<file path="src/rtl/mptm_pkg.sv">
// mptm_pkg: shared types and constants of the motor protection trip monitor
// used by mptm_step and motor_protection_trip_monitor_unit; no dependencies
package mptm_pkg;

	localparam int TempW   = 10;
	localparam int CurW    = 16;
	localparam int SpdW    = 16;
	localparam int TimeW   = 16;
	localparam int StallW  = 17;
	localparam int CountW  = 16;
	localparam int CfgIdxW = 3;
	localparam int CfgW    = 16;
	localparam int InDataW = 64;
	localparam int InUserW = 2;
	localparam int OutDataW = 24;

	localparam logic [StallW-1:0] StallMax = '1;

	// result mode codes, also the value driven on the output
	typedef enum logic [1:0] {
		MODE_RUN    = 2'd0,
		MODE_DERATE = 2'd1,
		MODE_TRIP   = 2'd2
	} mode_t;

	typedef enum logic [CfgIdxW-1:0] {
		CFG_TRIP_TEMP    = 3'd0,
		CFG_TRIP_CUR     = 3'd1,
		CFG_STALL_LIMIT  = 3'd2,
		CFG_DERATE_TEMP  = 3'd3,
		CFG_RECOVER_TEMP = 3'd4
	} cfg_idx_t;

	typedef enum logic {
		OP_STEP  = 1'b0,
		OP_RESET = 1'b1
	} opcode_t;

	typedef struct packed {
		logic signed [TempW-1:0] trip_temperature;
		logic [CurW-1:0]         trip_current;
		logic [TimeW-1:0]        stall_limit_time;
		logic signed [TempW-1:0] derate_temperature;
		logic signed [TempW-1:0] recover_temperature;
	} cfg_t;

	typedef struct packed {
		opcode_t                 opcode;
		logic                    reading_valid;
		logic signed [TempW-1:0] temperature;
		logic [CurW-1:0]         current;
		logic [SpdW-1:0]         speed;
		logic [TimeW-1:0]        elapsed_time;
	} item_t;

	typedef struct packed {
		mode_t             mode;
		logic [StallW-1:0] stall_acc;
		logic [CountW-1:0] trip_cnt;
	} guard_state_t;

	typedef struct packed {
		mode_t             mode;
		logic              reset_accepted;
		logic [CountW-1:0] trips_seen;
	} result_t;

endpackage

</file>
<file path="src/rtl/mptm_step.sv">
// mptm_step: next-state and result logic for one item of the trip monitor
// depends on mptm_pkg
module mptm_step (
	input  mptm_pkg::cfg_t         cfg,
	input  mptm_pkg::item_t        item,
	input  mptm_pkg::guard_state_t cur_state,
	output mptm_pkg::guard_state_t nxt_state,
	output mptm_pkg::result_t      result
);

	logic                            over_limit;
	logic                            stalled;
	logic [mptm_pkg::StallW:0]       stall_sum;
	logic [mptm_pkg::StallW-1:0]     stall_sat;
	logic                            stall_trip;
	logic                            accepted;
	logic                            trip_entry;

	assign over_limit = !item.reading_valid
		|| ($signed(item.temperature) >= $signed(cfg.trip_temperature))
		|| (item.current >= cfg.trip_current);
	assign stalled    = (item.speed == '0) && (item.current != '0);
	assign stall_sum  = {1'b0, cur_state.stall_acc}
		+ {{(mptm_pkg::StallW + 1 - mptm_pkg::TimeW){1'b0}}, item.elapsed_time};
	assign stall_sat  = stall_sum[mptm_pkg::StallW] ? mptm_pkg::StallMax
		: stall_sum[mptm_pkg::StallW-1:0];
	assign stall_trip = stall_sat >= {{(mptm_pkg::StallW - mptm_pkg::TimeW){1'b0}},
		cfg.stall_limit_time};

	always_comb begin
		nxt_state  = cur_state;
		accepted   = 1'b0;
		trip_entry = 1'b0;
		unique case (item.opcode)
			mptm_pkg::OP_RESET: begin
				if (cur_state.mode != mptm_pkg::MODE_TRIP) begin
					accepted = 1'b1;
				end else if (item.reading_valid
					&& ($signed(item.temperature) <= $signed(cfg.recover_temperature))) begin
					nxt_state.mode      = mptm_pkg::MODE_RUN;
					nxt_state.stall_acc = '0;
					accepted            = 1'b1;
				end
			end
			default: begin
				// a step while tripped changes nothing
				if (cur_state.mode != mptm_pkg::MODE_TRIP) begin
					priority if (over_limit) begin
						trip_entry = 1'b1;
					end else if (stalled && stall_trip) begin
						trip_entry = 1'b1;
					end else begin
						nxt_state.stall_acc = stalled ? stall_sat : '0;
						if ($signed(item.temperature) >= $signed(cfg.derate_temperature)) begin
							nxt_state.mode = mptm_pkg::MODE_DERATE;
						end else if (cur_state.mode == mptm_pkg::MODE_DERATE
							&& ($signed(item.temperature)
							<= $signed(cfg.recover_temperature))) begin
							nxt_state.mode = mptm_pkg::MODE_RUN;
						end
					end
				end
			end
		endcase
		if (trip_entry) begin
			nxt_state.mode      = mptm_pkg::MODE_TRIP;
			nxt_state.stall_acc = '0;
			nxt_state.trip_cnt  = cur_state.trip_cnt + 1'b1;
		end
		result.mode           = nxt_state.mode;
		result.reset_accepted = accepted;
		result.trips_seen     = nxt_state.trip_cnt;
	end

endmodule

</file>
<file path="src/rtl/motor_protection_trip_monitor_unit.sv">
// motor protection trip monitor: each input request passes the input register,
// then the result register; one request per cycle while the output is accepted,
// the step is a few compares and one 18-bit add between the two registers.
// reset (arst_n low, asynchronous) restores the register defaults, run mode,
// clears the stall time and trip count and empties both stages.
// depends on mptm_pkg and mptm_step
module motor_protection_trip_monitor_unit (
	input  logic                             clk,
	input  logic                             arst_n,
	input  logic                             cfg_we,
	input  logic [mptm_pkg::CfgIdxW-1:0]     cfg_index,
	input  logic [mptm_pkg::CfgW-1:0]        cfg_data,
	input  logic                             s_tvalid,
	output logic                             s_tready,
	// temperature[9:0], current[25:10], speed[41:26], elapsed_time[57:42], zeros
	input  logic [mptm_pkg::InDataW-1:0]     s_tdata,
	// opcode[0], reading_valid[1]
	input  logic [mptm_pkg::InUserW-1:0]     s_tuser,
	output logic                             m_tvalid,
	input  logic                             m_tready,
	// mode[1:0], reset_accepted[2], trips_seen[18:3], zeros
	output logic [mptm_pkg::OutDataW-1:0]    m_tdata
);

	mptm_pkg::cfg_t         cfg_q;
	mptm_pkg::item_t        item_s1;
	logic                   valid_s1;
	mptm_pkg::guard_state_t state_q;
	mptm_pkg::guard_state_t nxt_state;
	mptm_pkg::result_t      result;
	mptm_pkg::result_t      result_q;
	logic                   out_valid_q;
	logic                   advance;

	assign advance  = valid_s1 && (!out_valid_q || m_tready);
	assign s_tready = !valid_s1 || advance;

	always_ff @(posedge clk or negedge arst_n) begin
		if (!arst_n) begin
			cfg_q.trip_temperature    <= 10'sd120;
			cfg_q.trip_current        <= 16'd20000;
			cfg_q.stall_limit_time    <= 16'd2000;
			cfg_q.derate_temperature  <= 10'sd90;
			cfg_q.recover_temperature <= 10'sd80;
		end else if (cfg_we) begin
			unique case (cfg_index)
				mptm_pkg::CFG_TRIP_TEMP:
					cfg_q.trip_temperature <= cfg_data[mptm_pkg::TempW-1:0];
				mptm_pkg::CFG_TRIP_CUR:
					cfg_q.trip_current <= cfg_data[mptm_pkg::CurW-1:0];
				mptm_pkg::CFG_STALL_LIMIT:
					cfg_q.stall_limit_time <= cfg_data[mptm_pkg::TimeW-1:0];
				mptm_pkg::CFG_DERATE_TEMP:
					cfg_q.derate_temperature <= cfg_data[mptm_pkg::TempW-1:0];
				mptm_pkg::CFG_RECOVER_TEMP:
					cfg_q.recover_temperature <= cfg_data[mptm_pkg::TempW-1:0];
				default: begin
				end
			endcase
		end
	end

	// input stage
	always_ff @(posedge clk or negedge arst_n) begin
		if (!arst_n) begin
			valid_s1 <= 1'b0;
		end else if (s_tready) begin
			valid_s1 <= s_tvalid;
		end
	end

	always_ff @(posedge clk) begin
		if (s_tvalid && s_tready) begin
			item_s1.opcode        <= mptm_pkg::opcode_t'(s_tuser[0]);
			item_s1.reading_valid <= s_tuser[1];
			item_s1.temperature   <= s_tdata[9:0];
			item_s1.current       <= s_tdata[25:10];
			item_s1.speed         <= s_tdata[41:26];
			item_s1.elapsed_time  <= s_tdata[57:42];
		end
	end

	mptm_step u_step (
		.cfg       (cfg_q),
		.item      (item_s1),
		.cur_state (state_q),
		.nxt_state (nxt_state),
		.result    (result)
	);

	always_ff @(posedge clk or negedge arst_n) begin
		if (!arst_n) begin
			state_q.mode      <= mptm_pkg::MODE_RUN;
			state_q.stall_acc <= '0;
			state_q.trip_cnt  <= '0;
			out_valid_q       <= 1'b0;
		end else begin
			if (advance) begin
				state_q     <= nxt_state;
				out_valid_q <= 1'b1;
			end else if (m_tready) begin
				out_valid_q <= 1'b0;
			end
		end
	end

	always_ff @(posedge clk) begin
		if (advance) begin
			result_q <= result;
		end
	end

	assign m_tvalid = out_valid_q;
	assign m_tdata  = {{(mptm_pkg::OutDataW - 19){1'b0}}, result_q.trips_seen,
		result_q.reset_accepted, result_q.mode};

	// the trip count only moves when the block enters trip
	a_cnt_on_trip: assert property (@(posedge clk) disable iff (!arst_n)
		(state_q.trip_cnt != $past(state_q.trip_cnt)) |-> (state_q.mode == mptm_pkg::MODE_TRIP))
		else $error("trip count changed without entering trip");

	a_stall_clear: assert property (@(posedge clk) disable iff (!arst_n)
		(state_q.mode == mptm_pkg::MODE_TRIP) |-> (state_q.stall_acc == '0))
		else $error("stall time held while tripped");

	// an accepted reset never leaves the block tripped
	a_reset_mode: assert property (@(posedge clk) disable iff (!arst_n)
		(out_valid_q && result_q.reset_accepted) |-> (result_q.mode != mptm_pkg::MODE_TRIP))
		else $error("accepted reset reports trip mode");

	a_state_hold: assert property (@(posedge clk) disable iff (!arst_n)
		!$past(advance) |-> $stable(state_q))
		else $error("state changed without a request");

endmodule

</file>
<file path="config.mk">
export PLATFORM = sky130hd
export DESIGN_NAME = motor_protection_trip_monitor_unit
export DESIGN_NICKNAME = d
export VERILOG_FILES = /design/src/rtl/mptm_pkg.sv /design/src/rtl/mptm_step.sv /design/src/rtl/motor_protection_trip_monitor_unit.sv
export SDC_FILE = /design/constraint.sdc
export NUM_CORES = 1
export LEC_CHECK = 0
export BUFFER_PORTS_ARGS = -buffer_cell sky130_fd_sc_hd__buf_2
export CORE_AREA = 3 3 211 131
export CTS_BUF_LIST = sky130_fd_sc_hd__clkbuf_16
export DETAILED_ROUTE_END_ITERATION = 8
export DIE_AREA = 0 0 214 134
export PLACE_DENSITY_LB_ADDON = 0.08
export SLEW_MARGIN = 10
export SYNTH_ARGS = -nofsm -noshare
export SYNTH_HDL_FRONTEND = slang
export SYNTH_SLANG_ARGS = --single-unit
export TNS_END_PERCENT = 20
</file>
<file path="constraint.sdc">
create_clock -name clk -period 11.3 [get_ports clk]
set_clock_uncertainty 0.15 [all_clocks]
set_input_delay 1.695 -clock clk [delete_from_list [all_inputs] [get_ports clk]]
set_output_delay 1.695 -clock clk [all_outputs]
set_load 0.01 [all_outputs]
</file>
; ---- After elaboration in Yosys (flattened, before gate mapping)
; Cells that the tools add are included.
[op_classes]
reduce_logical = 25
n_addsub = 2
mux = 19
order_cmp = 5
eq_ne = 9
[op_table]
columns = op, n
row1 = 19-bit two-way mux, 6
row2 = 35-bit two-way mux, 1
row3 = 17-bit two-way mux, 2
row4 = 10-bit greater-or-equal comparator, 2
row5 = 17-bit by 16-bit adder with 18-bit output, 1
row6 = 17-bit by 16-bit greater-or-equal comparator with 1-bit output, 1
row7 = "16-bit by 1-bit adder with 16-bit output, second input constant", 1
row8 = 16-bit greater-or-equal comparator, 1
row9 = 16-bit zero test, 1
row10 = 16-bit nonzero test, 1
row11 = 10-bit <= comparator, 1
row12 = 2-bit AND reduction, 5
row13 = 1-bit two-way mux, 8
row14 = "3-bit by 2-bit == test with 1-bit output, second input constant", 2
row15 = 1-bit logical AND, 6
row16 = "3-bit by 2-bit inequality test with 1-bit output, second input constant", 2
row17 = 6-bit AND reduction, 1
row18 = 3-bit nonzero test, 2
row19 = 1-bit logical OR, 4
row20 = 2-bit two-way mux, 2
row21 = "3-bit by 1-bit == test with 1-bit output, second input constant", 1
row22 = "3-bit == test, second input constant", 1
row23 = 1-bit zero test, 3
row24 = 3-bit zero test, 1
row25 = 4 further kinds, 4
[word_totals]
input_bits = 90
word_cells = 79
regBits = 178
out_inout_bits = 26

; ---- Longest topological paths before layout
; Gate-level depths: netlist of the first run.
[logic_depth]
depth_word = 10
depth_mapped = 20
depth_no_buf = 18

; ---- Hierarchy
; Synthesis of the first run repeated with hierarchy kept, for this count alone.
[unflattened]
hier_cells = 748
area_unflattened_um2 = 9594.2
[modules_own_cells]
columns = module, n_inst, area_each_um2, seq_area_each_um2, cells_each
row1 = motor_protection_trip_monitor_unit, 1, 6277.3, 4875.9, 303
row2 = mptm_step, 1, 3316.9, 0.0, 445

; ---- Worst setup path before layout of the first run
; No wires, ideal clock.
[synth_timing]
kind = flip-flop to flip-flop
start = register item_s1[0] in the netlist's numbering
end = register result_q, in the netlist m_tdata[16], data pin
path_slack_ps = 6668
n_path_buf = 1
t_arrival_ps = 4224
stages_incl_launch_ff = 20
period_less_slack_ps = 4632
setup_time_ps = 258
t_required_ps = 10892
cell_sequence = edfxtp_1 -> ha_1 -> fa_1 -> a211oi_1 -> o211ai_1 -> and2_1 -> o21ai_0 -> o21ba_2 -> xnor2_1 -> or2_2 -> ha_1 -> o21ai_0 -> or2_2 -> o2bb2ai_1 -> a2111oi_0 -> and3b_1 -> a31oi_1 -> clkbuf_1 -> nand4_1 -> xnor2_1
[synth_lines]
columns = item, line
row1 = from (decl), motor_protection_trip_monitor_unit.sv:26  ; mptm_pkg::item_t item_s1;
row2 = to (signal assigned), motor_protection_trip_monitor_unit.sv:109  ; result_q <= result;
row3 = to (decl), motor_protection_trip_monitor_unit.sv:31  ; mptm_pkg::result_t result_q;

; ---- Worst setup path in the final report of the first run
[layout_timing]
start = register item_s1[0] in the netlist's numbering
end = register state_q[1] in the netlist's numbering
[layout_between]
elab_chain_len = 9
[layout_rtl]
columns = item, line
row1 = 17-bit by 16-bit adder with 18-bit output, mptm_step.sv:24  ; + {{(mptm_pkg::StallW + 1 - mptm_pkg::TimeW){1'b0}}, item.elapsed_time};
row2 = 17-bit two-way mux, mptm_step.sv:25  ; assign stall_sat = stall_sum[mptm_pkg::StallW] ? mptm_pkg::StallMax
row3 = 17-bit by 16-bit greater-or-equal comparator with 1-bit output, mptm_step.sv:27  ; assign stall_trip = stall_sat >= {{(mptm_pkg::StallW - mptm_pkg::TimeW){1'b0}},
row4 = 1-bit logical AND, mptm_step.sv:50  ; end else if (stalled && stall_trip) begin
row5 = 1-bit two-way mux, mptm_step.sv:50
row6 = 1-bit two-way mux, mptm_step.sv:48  ; priority if (over_limit) begin
row7 = 1-bit two-way mux, mptm_step.sv:47  ; if (cur_state.mode != mptm_pkg::MODE_TRIP) begin
row8 = 1-bit two-way mux, mptm_step.sv:34  ; unique case (item.opcode)
row9 = 35-bit two-way mux, mptm_step.sv:65  ; if (trip_entry) begin
row10 = to (signal assigned), motor_protection_trip_monitor_unit.sv:99  ; state_q <= nxt_state;
row11 = to (decl), motor_protection_trip_monitor_unit.sv:28  ; mptm_pkg::guard_state_t state_q;
; No other way between the ends.
; A chain may end at the register's enable or synchronous reset.

==> flow_summary_export.csv, run 1 <==
group,metric,value,unit
floorplan,floorplan.io_pins,116,
synthesis,share_of_the_synthesized_area_in_compound_gates_ao_oa_aoi_oai,12.4,%
floorplan,std_cell_rows,46,
synthesis,synth_top_cell_area_share,26.4,%
power_and_ir_drop,leakage_dissipation,4.56,nW
clocking,insertion_delay,0.44,ns
timing,final.period_utilization,47.7,%
synthesis,yosys.area_share.adder,11.2,%
timing,grt_setup_unrepaired,"false",
worst_setup_path,crit_arrival,5.57,ns
place,dp_slack,5.95,ns
detailed_routing,drt_iter0_drc,338,
synthesis,synth_simple_gate_area_share,11.9,%
clocking,cts_made_buffers,17,
timing,post-route-worst-setup-slack,5.90,ns
worst_setup_path,reg2reg_depth,19,
timing,setup-violations-final,0,
detailed_routing,drtAntennaViolNets,0,
synthesis,synth_area_per_cell,11.2,um^2
synthesis,async_flop_share,55.6,%
timing,report.final.hold_viol_count,0,
grt,grt_first_pass_wirelength,34.8,mm
grt,grt_start_max_net_pins,61,
clocking,clock_sink_count,178,
worst_setup_path,crit_chain,"ha_1, fa_1, a211oi_1, o211ai_1, and2_1, o21ai_0, o21ba_2, xnor2_1, or2_2, ha_1, a211oi_1, o21a_1, o2bb2ai_1, a2111oi_0, and3b_1, a31oi_2, buf_4, nand2_1, mux2_2",
timing,worstMarginPinSlew,1.01,ns
timing,final_layout_worst_hold_slack,0.338,ns
power_and_ir_drop,ir_drop,64.5,uV
detailed_routing,dr_total_vias,6065,
synthesis,mapped_cells,801,
timing,total_negative_slack_for_setup_checks,0,ns
grt,grtUsageTotal,15.8,%
synthesis,yosys.cell_types.count,60,
worst_setup_path,path_class,"flop to flop",
floorplan,total_die_area,28700,um^2
synthesis,synth_sequential_area_ratio,54.3,%
synthesis,synth.top_cells.by_count,"sky130_fd_sc_hd__nand2_1, sky130_fd_sc_hd__edfxtp_1, sky130_fd_sc_hd__ha_1",
worst_setup_path,timing.critical_path.slowest_stage_cell,"sky130_fd_sc_hd__fa_1",
clocking,worst_setup_hold_path_clk_slew,0.07,ns
worst_setup_path,critical_path.startpoint_type,"flop",
clocking,post_cts.resized_instances,0,
clocking,cts_setup_buffers,0,
power_and_ir_drop,total_power,0.00167,W
clocking,htree_num_levels,4,
final_layout,num_antenna_cells,0,
synthesis,synth_edf_count,79,
place,place.gp.congestion,0.796,
timing,finalMaxSlewViolations,0,
outcome,outcome,"complete, no violations",
synthesis,synth.most_common_cell,"sky130_fd_sc_hd__nand2_1",
detailed_routing,wl_per_cell,16.6,um
detailed_routing,drt_drc_violations_left,0,
detailed_routing,detail_route.first_pass.iterations,4,
floorplan,die-width,214,um
worst_setup_path,cp_data_required_time,11.47,ns
final_layout,syn2layout_area_growth,16.9,%
final_layout,post_route_cells_drive_above_1_share,20.8,%
min_path,hold_class,"flop to flop",
worst_setup_path,worst_setup_path_end_kind,"flop",
worst_setup_path,max_stage_delay,0.43,ns
place,port-buffer-count,104,
clocking,cts_root_buf,"sky130_fd_sc_hd__clkbuf_16",
synthesis,synth.mux.area_fraction,2.01,%
final_layout,final_net_count,1080,
clocking,maximum_buffer_depth_of_the_clock_tree,2,
worst_setup_path,cp_max_fo,32,
detailed_routing,drt-total-wl,21.3,mm
synthesis,synth.area.top_cells,"sky130_fd_sc_hd__edfxtp_1, sky130_fd_sc_hd__dfrtp_1, sky130_fd_sc_hd__ha_1",
floorplan,floorplan.core_area,26000,um^2
synthesis,synth-warning-count,0,
grt,first_global_vias,5987,
detailed_routing,vias_per_cell,4.73,
grt,initial_antenna_violation_count,0,
run,max_cap_viol_count,0,
floorplan,chipHeight,134,um
synthesis,syn-cell-area,8970,um^2
clocking,cts_hold_repair.buffers,0,
final_layout,fill_cells,2526,
min_path,holdPathStages,1,
synthesis,largest_family_of_logic_cells_by_synthesized_area,"compound AO/OA/AOI/OAI gates",
timing,final_period_minus_worst_setup_slack,5.40,ns
synthesis,synth_top_area_cell,"sky130_fd_sc_hd__edfxtp_1",
synthesis,seq_cells_post_synth,178,
clocking,cts_tree,"done",
grt,grt_overflow,0,
timing,slew-limit-headroom,32.9,%
power_and_ir_drop,power.density_cell_area,159,nW/um^2
final_layout,fin_util,40.4,%
timing,timing.fmax,185,MHz
place,post-dp-hpwl,15.5,mm
synthesis,synth-xor-area-share,4.00,%
synthesis,synth_flop_cell,"sky130_fd_sc_hd__edfxtp_1",
floorplan,start_util,34.6,%
[final timing paths]
kind	startpoint	end	slack, ns
worst max-delay path	item_s1[0]$_DFFE_PP_	state_q[1]$_DFFE_PN0P_	5.90
max in group asynchronous	arst_n	state_q[16]$_DFFE_PN0P_	8.65
min in group asynchronous	arst_n	state_q[9]$_DFFE_PN0P_	1.12
worst min-delay path	state_q[15]$_DFFE_PN0P_	state_q[15]$_DFFE_PN0P_	0.34
worst min register to register	state_q[15]$_DFFE_PN0P_	state_q[15]$_DFFE_PN0P_	0.34
worst max register to register	item_s1[0]$_DFFE_PP_	state_q[1]$_DFFE_PN0P_	5.90
[layout by cell type, fill, tap and decap left out, types with 6 or more instances in the layout]
cell,count
sky130_fd_sc_hd__a211oi_1,7
sky130_fd_sc_hd__a21oi_1,25
sky130_fd_sc_hd__a21o_1,10
sky130_fd_sc_hd__nand4_1,22
sky130_fd_sc_hd__nand3_1,18
sky130_fd_sc_hd__edfxtp_1,79
sky130_fd_sc_hd__clkbuf_16,17
sky130_fd_sc_hd__inv_1,65
sky130_fd_sc_hd__nand2b_1,6
sky130_fd_sc_hd__xor2_1,6
sky130_fd_sc_hd__nor4_1,12
sky130_fd_sc_hd__and3_1,11
sky130_fd_sc_hd__a22o_1,15
sky130_fd_sc_hd__nor2_1,23
sky130_fd_sc_hd__mux2_2,16
sky130_fd_sc_hd__dfstp_2,21
sky130_fd_sc_hd__nand2_1,89
sky130_fd_sc_hd__o21ai_0,76
sky130_fd_sc_hd__buf_4,9
sky130_fd_sc_hd__nor3_1,11
sky130_fd_sc_hd__ha_1,79
sky130_fd_sc_hd__o21a_1,7
sky130_fd_sc_hd__buf_2,103
sky130_fd_sc_hd__dfrtp_1,78
sky130_fd_sc_hd__xnor2_1,35
[registers in the layout, indices dropped and copies added (netlist names)]
signal and flops:
cfg_q 62, item_s1 60, m_tdata 19, m_tvalid 1
state_q 35, valid_s1 1
[stage by stage]
stage | instance area (um^2) | cells
after floorplan | 8990 | 805
after global placement | 9920 | 1251
after detailed placement | 9920 | 1251
after CTS | 10500 | 1283
after global routing | 10500 | 1283
final | 10500 | 1283
[worst max-delay path, delay by kind of cell, from the launching register on]
kind            cells  cell delay, ns
compound gates      9            2.06
buf+inv             1            0.27
flops               1            0.41
simple gates        4            0.99
mux                 1            0.34
xor+xnor            1            0.05
fa+ha+maj           3            1.00
[metal layers]
| metal | track usage, % | vias up | share of wire (%) |
|---|---|---|---|
| met1 | 25.3 | 2869 | 58 |
| met2 | 20.9 | 74 | 39 |
| met5 | 0 | - | 0 |
| li1 | - | 3112 | - |
| met4 | 4.79 | 0 | 0.83 |
| met3 | 3.03 | 10 | 2.6 |
[kinds of logic (layout without fill, tap and decap cells)]
kind of cell / Yosys count / in the layout
AOI/OAI and AO/OA: 176 / 176
muxes: 16 / 16
and+or+nand+nor: 217 / 217
xor gates and xnor gates: 41 / 41
DFF: 178 / 178
buffers and inverters: 92 / 210
adders and majority gates: 80 / 80
other: 1 / 5
[layout make-up]
type / count / area, um^2 / area share, %
Clock buffer: 17 / 425 / 4.06
Timing Repair Buffer: 112 / 583 / 5.56
Sequential cell: 178 / 4880 / 46.5
Inverter: 66 / 248 / 2.36
Clock inverter: 15 / 146 / 1.40
Multi-Input combinational cell: 535 / 3760 / 35.9
Tap cell: 360 / 450 / 4.29
[report_power, final]
group	total, W	internal, W	switching, W
clock network	0.000590	0.000310	0.000280
registers	0.000795	0.000764	0.0000315
logic	0.000281	0.000115	0.000166
No activity file was read; power rests on OpenSTA's default activity.
==> inputs of run 2 (changes only) <==
==> constraint.sdc (replaced) <==
create_clock -name clk -period 4.8 [get_ports clk]
set_clock_uncertainty 0.15 [all_clocks]
set_input_delay 0.72 -clock clk [delete_from_list [all_inputs] [get_ports clk]]
set_output_delay 0.72 -clock clk [all_outputs]
set_load 0.01 [all_outputs]
==> flow_summary_export.csv, run 2 (same netlist as run 1, synthesis figures left out) <==
group,metric,value,unit
grt,first_global_vias,6156,
final_layout,largest-register,"cfg_q",
detailed_routing,drt_iter0_drc,297,
detailed_routing,wl_per_cell,16.8,um
floorplan,floorplan.core_area,26000,um^2
floorplan,floorplan.io_pins,116,
detailed_routing,vias_per_cell,4.74,
floorplan,total_die_area,28700,um^2
final_layout,syn2layout_area_growth,22.0,%
timing,slew-limit-headroom,23.1,%
place,placement.cell_area,10100,um^2
clocking,htree_num_levels,4,
grt,initial_antenna_violation_count,2,
clocking,maximum_buffer_depth_of_the_clock_tree,2,
clocking,insertion_delay,0.45,ns
place,post-dp-hpwl,16.1,mm
detailed_routing,drtAntennaViolNets,0,
worst_setup_path,worst_setup_path_end_kind,"flop",
power_and_ir_drop,power.density_cell_area,365,nW/um^2
worst_setup_path,cp_data_required_time,4.85,ns
grt,grtUsageTotal,15.9,%
timing,report.final.hold_viol_count,0,
power_and_ir_drop,power.switching_fraction,28.0,%
floorplan,chipHeight,134,um
detailed_routing,drt_drc_violations_left,0,
final_layout,commonest_non_fill_non_tap_cells_in_the_layout,"sky130_fd_sc_hd__buf_2, sky130_fd_sc_hd__nand2_1, sky130_fd_sc_hd__edfxtp_1",
timing,post-route-worst-setup-slack,0.145,ns
power_and_ir_drop,leakage_dissipation,4.77,nW
timing,grt_setup_unrepaired,"true",
final_layout,number_of_flip_flops_under_the_largest_register_name,62,
place,port-buffer-count,104,
final_layout,post_route_cells_drive_above_1_share,25.4,%
power_and_ir_drop,combinationalPowerShare,18.5,%
floorplan,die-width,214,um
power_and_ir_drop,switchingPower,0.00112,W
detailed_routing,dr_total_vias,6228,
final_layout,commonest_non_fill_non_tap_cell_in_the_layout,"sky130_fd_sc_hd__buf_2",
run,max_cap_viol_count,0,
clocking,cts_made_buffers,17,
place,place.gp.congestion,0.782,
detailed_routing,drt-total-wl,22.0,mm
detailed_routing,detail_route.first_pass.iterations,4,
clocking,cts_tree,"done",
timing,final_period_minus_worst_setup_slack,4.65,ns
clocking,clock_sink_count,178,
worst_setup_path,path_class,"flop to flop",
grt,grt_overflow,0,
timing,setup-violations-final,0,
outcome,outcome,"complete, no violations",
min_path,hold_class,"primary input to asynchronous set/reset pin",
clocking,cts_root_buf,"sky130_fd_sc_hd__clkbuf_16",
timing,finalMaxSlewViolations,0,
floorplan,std_cell_rows,46,
final_layout,final_net_count,1109,
worst_setup_path,cp_max_fo,7,
power_and_ir_drop,clock_power_share,34.6,%
place,place_inst,1274,
power_and_ir_drop,ir_drop,160,uV
worst_setup_path,critical_path.startpoint_type,"flop",
place,dp_slack,-0.284,ns
final_layout,largestRegisters,"cfg_q: 62 flops, item_s1: 60 flops, state_q: 35 flops",
power_and_ir_drop,power_report.internal_total,0.00288,W
grt,grt_first_pass_wirelength,35.1,mm
timing,worstMarginPinSlew,1.15,ns
worst_setup_path,crit_arrival,4.70,ns
floorplan,start_util,34.6,%
power_and_ir_drop,seqPwrFrac,47.0,%
clocking,cts_hold_repair.buffers,0,
timing,timing.fmax,215,MHz
final_layout,final_cell_area,11000,um^2
timing,final.period_utilization,97.0,%
timing,total_negative_slack_for_setup_checks,0,ns
grt,grt_start_max_net_pins,70,
final_layout,post_layout_nonfiller_instances,1313,
power_and_ir_drop,total_power,0.00400,W
clocking,worst_setup_hold_path_clk_slew,0.07,ns
==> run 2: cell types whose count changed in the layout (fill, tap and decap cells not counted), sizes merged <==
cell	before	now
buf	112	139
bufinv	1	2
clkbuf	17	19
clkinv	2	7
clkinvlp	5	2
diode	0	1
inv	73	70
==> run 2: final timing paths <==
check                                   startpoint                       to  slack, ns  cells past startpoint
max                           item_s1[0]$_DFFE_PP_    m_tdata[18]$_DFFE_PP_       0.15                     21
min                                         arst_n   state_q[2]$_DFFE_PN0P_       0.25                      1
max reg2reg                   item_s1[0]$_DFFE_PP_    m_tdata[18]$_DFFE_PP_       0.15                     21
min reg2reg                state_q[16]$_DFFE_PN0P_  state_q[16]$_DFFE_PN0P_       0.33                      2
max in group asynchronous                   arst_n    cfg_q[14]$_DFFE_PN1P_       3.26                      2
min in group clk                        s_tuser[1]    item_s1[58]$_DFFE_PP_       0.29                      1
==> run 2: per-layer routing <==
metal | part of all wire, % | global-route usage, %
met3 | 4.2 | 4.21
met2 | 39 | 21.2
met1 | 56 | 25.1
met4 | 0.89 | 4.05
met5 | 0 | 0
==> run 2: power groups by stage <==
stage	Sequential, W	Combinational (W)	Clock [W]
detailed placement	0.00191	0.000680	0
floorplan	0.00189	0.000441	0
finish	0.00188	0.000738	0.00138
global route	0.00190	0.000857	0.00149
CTS	0.00188	0.000691	0.00143
global placement	0.00191	0.000676	0
==> run 2: repair_timing <==
item	CTS	global route
gates resized for setup	7	33
setup endpoints to repair	52	52
buffers inserted	0	4
cloned	0	2
pin swaps	1	10
==> run 2: area by class of cell <==
type / count / area (um^2)
Antenna cell: 1 / 2.50
Tap cell: 360 / 450
Sequential cell: 178 / 4880
Multi-Input combinational cell: 535 / 3930
Clock buffer: 17 / 425
Fill cell: 2531 / 15000
Inverter: 66 / 248
Clock inverter: 15 / 141
Timing Repair Buffer: 141 / 876
==> run 2: worst max-delay path, cell delays in order (launching register included) <==
cell                        delay [ns]
sky130_fd_sc_hd__edfxtp_1         0.38
sky130_fd_sc_hd__ha_2             0.21
sky130_fd_sc_hd__fa_2             0.37
sky130_fd_sc_hd__a211oi_2         0.23
sky130_fd_sc_hd__o211ai_1         0.14
sky130_fd_sc_hd__and2_4           0.19
sky130_fd_sc_hd__buf_6            0.11
sky130_fd_sc_hd__o21a_1           0.15
sky130_fd_sc_hd__nor2_1           0.10
sky130_fd_sc_hd__xor2_1           0.18
sky130_fd_sc_hd__nand2_2          0.11
sky130_fd_sc_hd__ha_4             0.29
sky130_fd_sc_hd__nand4_1          0.19
sky130_fd_sc_hd__nor4_4           0.25
sky130_fd_sc_hd__o2bb2ai_4        0.16
sky130_fd_sc_hd__a2111oi_4        0.07
sky130_fd_sc_hd__and3b_2          0.25
sky130_fd_sc_hd__buf_6            0.13
sky130_fd_sc_hd__a31oi_4          0.30
sky130_fd_sc_hd__buf_6            0.18
sky130_fd_sc_hd__nand4_1          0.10
sky130_fd_sc_hd__xnor2_1          0.16
==> run 2: metrics by stage <==
| step | util, % | hold WS (ns) |
|---|---|---|
| 2_1_floorplan | - | 0.274 |
| 3_3_place_gp | 39.0 | 0.311 |
| 3_5_place_dp | 39.0 | 0.315 |
| 4_1_cts | 41.2 | 0.265 |
| 5_1_grt | 42.2 | 0.266 |
| 6_report | 42.2 | 0.247 |
==> inputs of run 3 (changes only) <==
--- a/config.mk
+++ b/config.mk
@@ -6,13 +6,14 @@
 export NUM_CORES = 1
 export LEC_CHECK = 0
 export BUFFER_PORTS_ARGS = -buffer_cell sky130_fd_sc_hd__buf_2
-export CORE_AREA = 3 3 211 131
+export CORE_AREA = 3 3 218 135
 export CTS_BUF_LIST = sky130_fd_sc_hd__clkbuf_16
 export DETAILED_ROUTE_END_ITERATION = 8
-export DIE_AREA = 0 0 214 134
+export DIE_AREA = 0 0 221 138
 export PLACE_DENSITY_LB_ADDON = 0.08
 export SLEW_MARGIN = 10
 export SYNTH_ARGS = -nofsm -noshare
 export SYNTH_HDL_FRONTEND = slang
+export SYNTH_HIERARCHICAL = 1
 export SYNTH_SLANG_ARGS = --single-unit
 export TNS_END_PERCENT = 20
==> flow_summary_export.csv, run 3 <==
group,metric,value,unit
detailed_routing,vias_per_cell,4.93,
timing,report.final.hold_viol_count,0,
timing,grt_setup_unrepaired,"true",
detailed_routing,topRoutingLayerUsed,"met4",
min_path,hold_class,"primary input to asynchronous set/reset pin",
synthesis,synth_sequential_area_ratio,50.8,%
final_layout,syn2layout_area_growth,18.7,%
timing,worstMarginPinSlew,1.25,ns
synthesis,yosys.cell_types.count,69,
clocking,insertion_delay,0.45,ns
timing,final.period_utilization,98.2,%
worst_setup_path,path_class,"flop to flop",
detailed_routing,drtAntennaViolNets,0,
place,place_inst,1210,
detailed_routing,route.met2.wl,9.77,mm
worst_setup_path,path_buf_inv,3,
timing,final_period_minus_worst_setup_slack,4.71,ns
detailed_routing,detail_route.first_pass.iterations,6,
timing,setup-violations-final,0,
floorplan,std_cell_rows,47,
timing,slew-limit-headroom,16.6,%
power_and_ir_drop,power.density_cell_area,368,nW/um^2
clocking,htree_num_levels,4,
worst_setup_path,crit_chain,"ha_1, a21o_1, a221oi_4, nor3_4, buf_4, o21ai_4, o2bb2ai_4, or2_2, ha_1, nand4_1, nor3_2, nor3_2, o31ai_4, o41ai_4, buf_4, a21oi_4, buf_6, nand4_1, xnor2_2, mux2_2",
grt,grt_first_pass_wirelength,35.6,mm
worst_setup_path,cp_top_family,"compound AO/OA/AOI/OAI gates",
clocking,cts_root_buf,"sky130_fd_sc_hd__clkbuf_16",
worst_setup_path,crit_arrival,4.90,ns
synthesis,synth.area.top_cells,"sky130_fd_sc_hd__edfxtp_1, sky130_fd_sc_hd__dfrtp_1, sky130_fd_sc_hd__ha_1",
run,max_cap_viol_count,0,
timing,final_layout_worst_hold_slack,0.249,ns
synthesis,synth_flop_cell,"sky130_fd_sc_hd__edfxtp_1",
synthesis,seq_cells_post_synth,178,
worst_setup_path,critical_path.startpoint_type,"flop",
outcome,outcome,"complete, no violations",
timing,finalMaxSlewViolations,0,
floorplan,chipHeight,138,um
detailed_routing,wl_per_cell,17.9,um
final_layout,final_net_count,1050,
floorplan,floorplan.io_pins,116,
floorplan,die-width,221,um
synthesis,synth_top_cell_area_share,24.7,%
clocking,cts_hold_repair.buffers,0,
synthesis,synth-warning-count,6,
floorplan,start_util,35.0,%
power_and_ir_drop,ir_drop,210,uV
detailed_routing,detailroute.wirelength.met3,898,um
grt,grt_overflow,0,
grt,initial_antenna_violation_count,0,
synthesis,syn-cell-area,9590,um^2
synthesis,async_flop_share,55.6,%
place,port-buffer-count,104,
worst_setup_path,cp_max_fo,6,
detailed_routing,dr_total_vias,6210,
clocking,maximum_buffer_depth_of_the_clock_tree,2,
clocking,cts_made_buffers,17,
clocking,cts_tree,"done",
place,post-dp-hpwl,16.4,mm
power_and_ir_drop,leakage_dissipation,5.08,nW
floorplan,total_die_area,30500,um^2
clocking,clock_sink_count,178,
synthesis,synth_area_per_cell,12.8,um^2
detailed_routing,met1_length,11.7,mm
worst_setup_path,cp_data_required_time,4.98,ns
final_layout,post_layout_nonfiller_instances,1260,
synthesis,synth_top_area_cell,"sky130_fd_sc_hd__edfxtp_1",
grt,grt_start_max_net_pins,74,
synthesis,mapped_cells,748,
grt,first_global_vias,6591,
detailed_routing,drt-total-wl,22.6,mm
synthesis,synth_edf_count,79,
final_layout,num_antenna_cells,0,
final_layout,largestRegisters,"cfg_q: 62 flops, item_s1: 60 flops, state_q: 35 flops",
final_layout,largest-register,"cfg_q",
worst_setup_path,max_stage_delay,0.40,ns
place,place.gp.congestion,0.800,
floorplan,floorplan.core_area,27400,um^2
worst_setup_path,timing.critical_path.slowest_stage_cell,"sky130_fd_sc_hd__dfrtp_1",
detailed_routing,drt_drc_violations_left,0,
final_layout,commonest_non_fill_non_tap_cell_in_the_layout,"sky130_fd_sc_hd__buf_2",
grt,grtUsageTotal,14.8,%
final_layout,post_route_cells_drive_above_1_share,38.4,%
synthesis,synth.top_cells.by_count,"sky130_fd_sc_hd__edfxtp_1, sky130_fd_sc_hd__ha_1, sky130_fd_sc_hd__dfrtp_1",
final_layout,commonest_non_fill_non_tap_cells_in_the_layout,"sky130_fd_sc_hd__buf_2, sky130_fd_sc_hd__edfxtp_1, sky130_fd_sc_hd__dfrtp_1",
detailed_routing,drt_iter0_drc,300,
timing,timing.fmax,212,MHz
clocking,worst_setup_hold_path_clk_slew,0.07,ns
worst_setup_path,worst_setup_path_end_kind,"flop",
final_layout,number_of_flip_flops_under_the_largest_register_name,62,
## run 3: cell count changes after synthesis, moves of 11 or more
cell,change
sky130_fd_sc_hd__xnor2_1,-11
sky130_fd_sc_hd__o21ai_0,-61
sky130_fd_sc_hd__a32o_1,+14
sky130_fd_sc_hd__nand2_1,-70
sky130_fd_sc_hd__buf_4,+20
sky130_fd_sc_hd__clkbuf_1,-14
sky130_fd_sc_hd__a22o_1,-15
sky130_fd_sc_hd__mux2_4,+20
sky130_fd_sc_hd__mux2_2,+61
## run 3: worst reg2reg max path: cells and delay by family, from the launching register on
kind	cells	cell delay (ns)
fa+ha+maj	2	0.60
xor+xnor	1	0.17
simple gates	6	1.02
mux	1	0.26
compound gates	7	1.49
buf+inv	3	0.52
flops	1	0.40
## run 3: final cells by class
type / count / area [um^2]
clock inverter: 15 / 159
clock buffer: 17 / 425
tap: 367 / 459
fill: 2588 / 16000
timing repair buffer: 148 / 861
sequential: 178 / 4880
multi-input combinational: 469 / 4360
inverter: 66 / 248
## run 3: path summary, 6_finish.rpt
| check | endpoint | depth (start not counted) | from | slack, ns |
|---|---|---|---|---|
| worst max-delay path | state_q[15]$_DFFE_PN0P_ | 20 | state_q[17]$_DFFE_PN0P_ | 0.09 |
| worst min-delay path | state_q[10]$_DFFE_PN0P_ | 1 | arst_n | 0.25 |
| worst max register to register | state_q[15]$_DFFE_PN0P_ | 20 | state_q[17]$_DFFE_PN0P_ | 0.09 |
| worst min register to register | cfg_q[17]$_DFFE_PN0P_ | 1 | cfg_q[17]$_DFFE_PN0P_ | 0.36 |
| max in group asynchronous | state_q[31]$_DFFE_PN0P_ | 2 | arst_n | 3.25 |
| min in group clk | item_s1[51]$_DFFE_PP_ | 1 | s_tdata[3] | 0.30 |
## run 3: logic make-up after synthesis
logic type / count (synthesis) / synth area share [%]
adders and majority gates: 80 / 10.5
and+or+nand+nor: 141 / 8.78
other: 1 / 0.0391
DFF: 178 / 50.8
AOI/OAI and AO/OA: 114 / 8.97
buffers and inverters: 106 / 5.84
muxes: 99 / 12.4
xor gates and xnor gates: 29 / 2.65
## run 3: what timing repair did
item | in CTS | in global routing
pin swaps | 17 | 15
resized for setup | 13 | 19
cloned | 1 | 1
buffers inserted | 7 | 11
hold endpoints to repair | 0 | 0
endpoints found under the setup margin | 34 | 44
## run 3: layer usage
| layer | vias up | global-route usage [%] |
|---|---|---|
| met5 | - | 0 |
| met4 | 0 | 3.79 |
| met3 | 19 | 3.75 |
| met2 | 124 | 22.3 |
| met1 | 3078 | 21.5 |
| li1 | 2989 | - |
## run 3: metrics by stage
stage	cell area, um^2	TNS, ns	worst slack, ns	total power [W]	util, %
CTS	11200	0	0.000913	0.00423	40.9
floorplan	9610	0	0.275	0.00253	-
global route	11400	-1.02	-0.125	0.00444	41.6
finish	11400	0	0.0858	0.00419	41.6
global placement	10500	-1.48	-0.133	0.00275	38.3
detailed placement	10500	-2.11	-0.167	0.00279	38.3
## run 3: power by group
group / internal [W] / switching, W / total (W)
clock: 0.000773 / 0.000624 / 0.00140
sequential: 0.00182 / 0.000110 / 0.00193
combinational: 0.000403 / 0.000464 / 0.000867
total: 0.00300 / 0.00120 / 0.00419
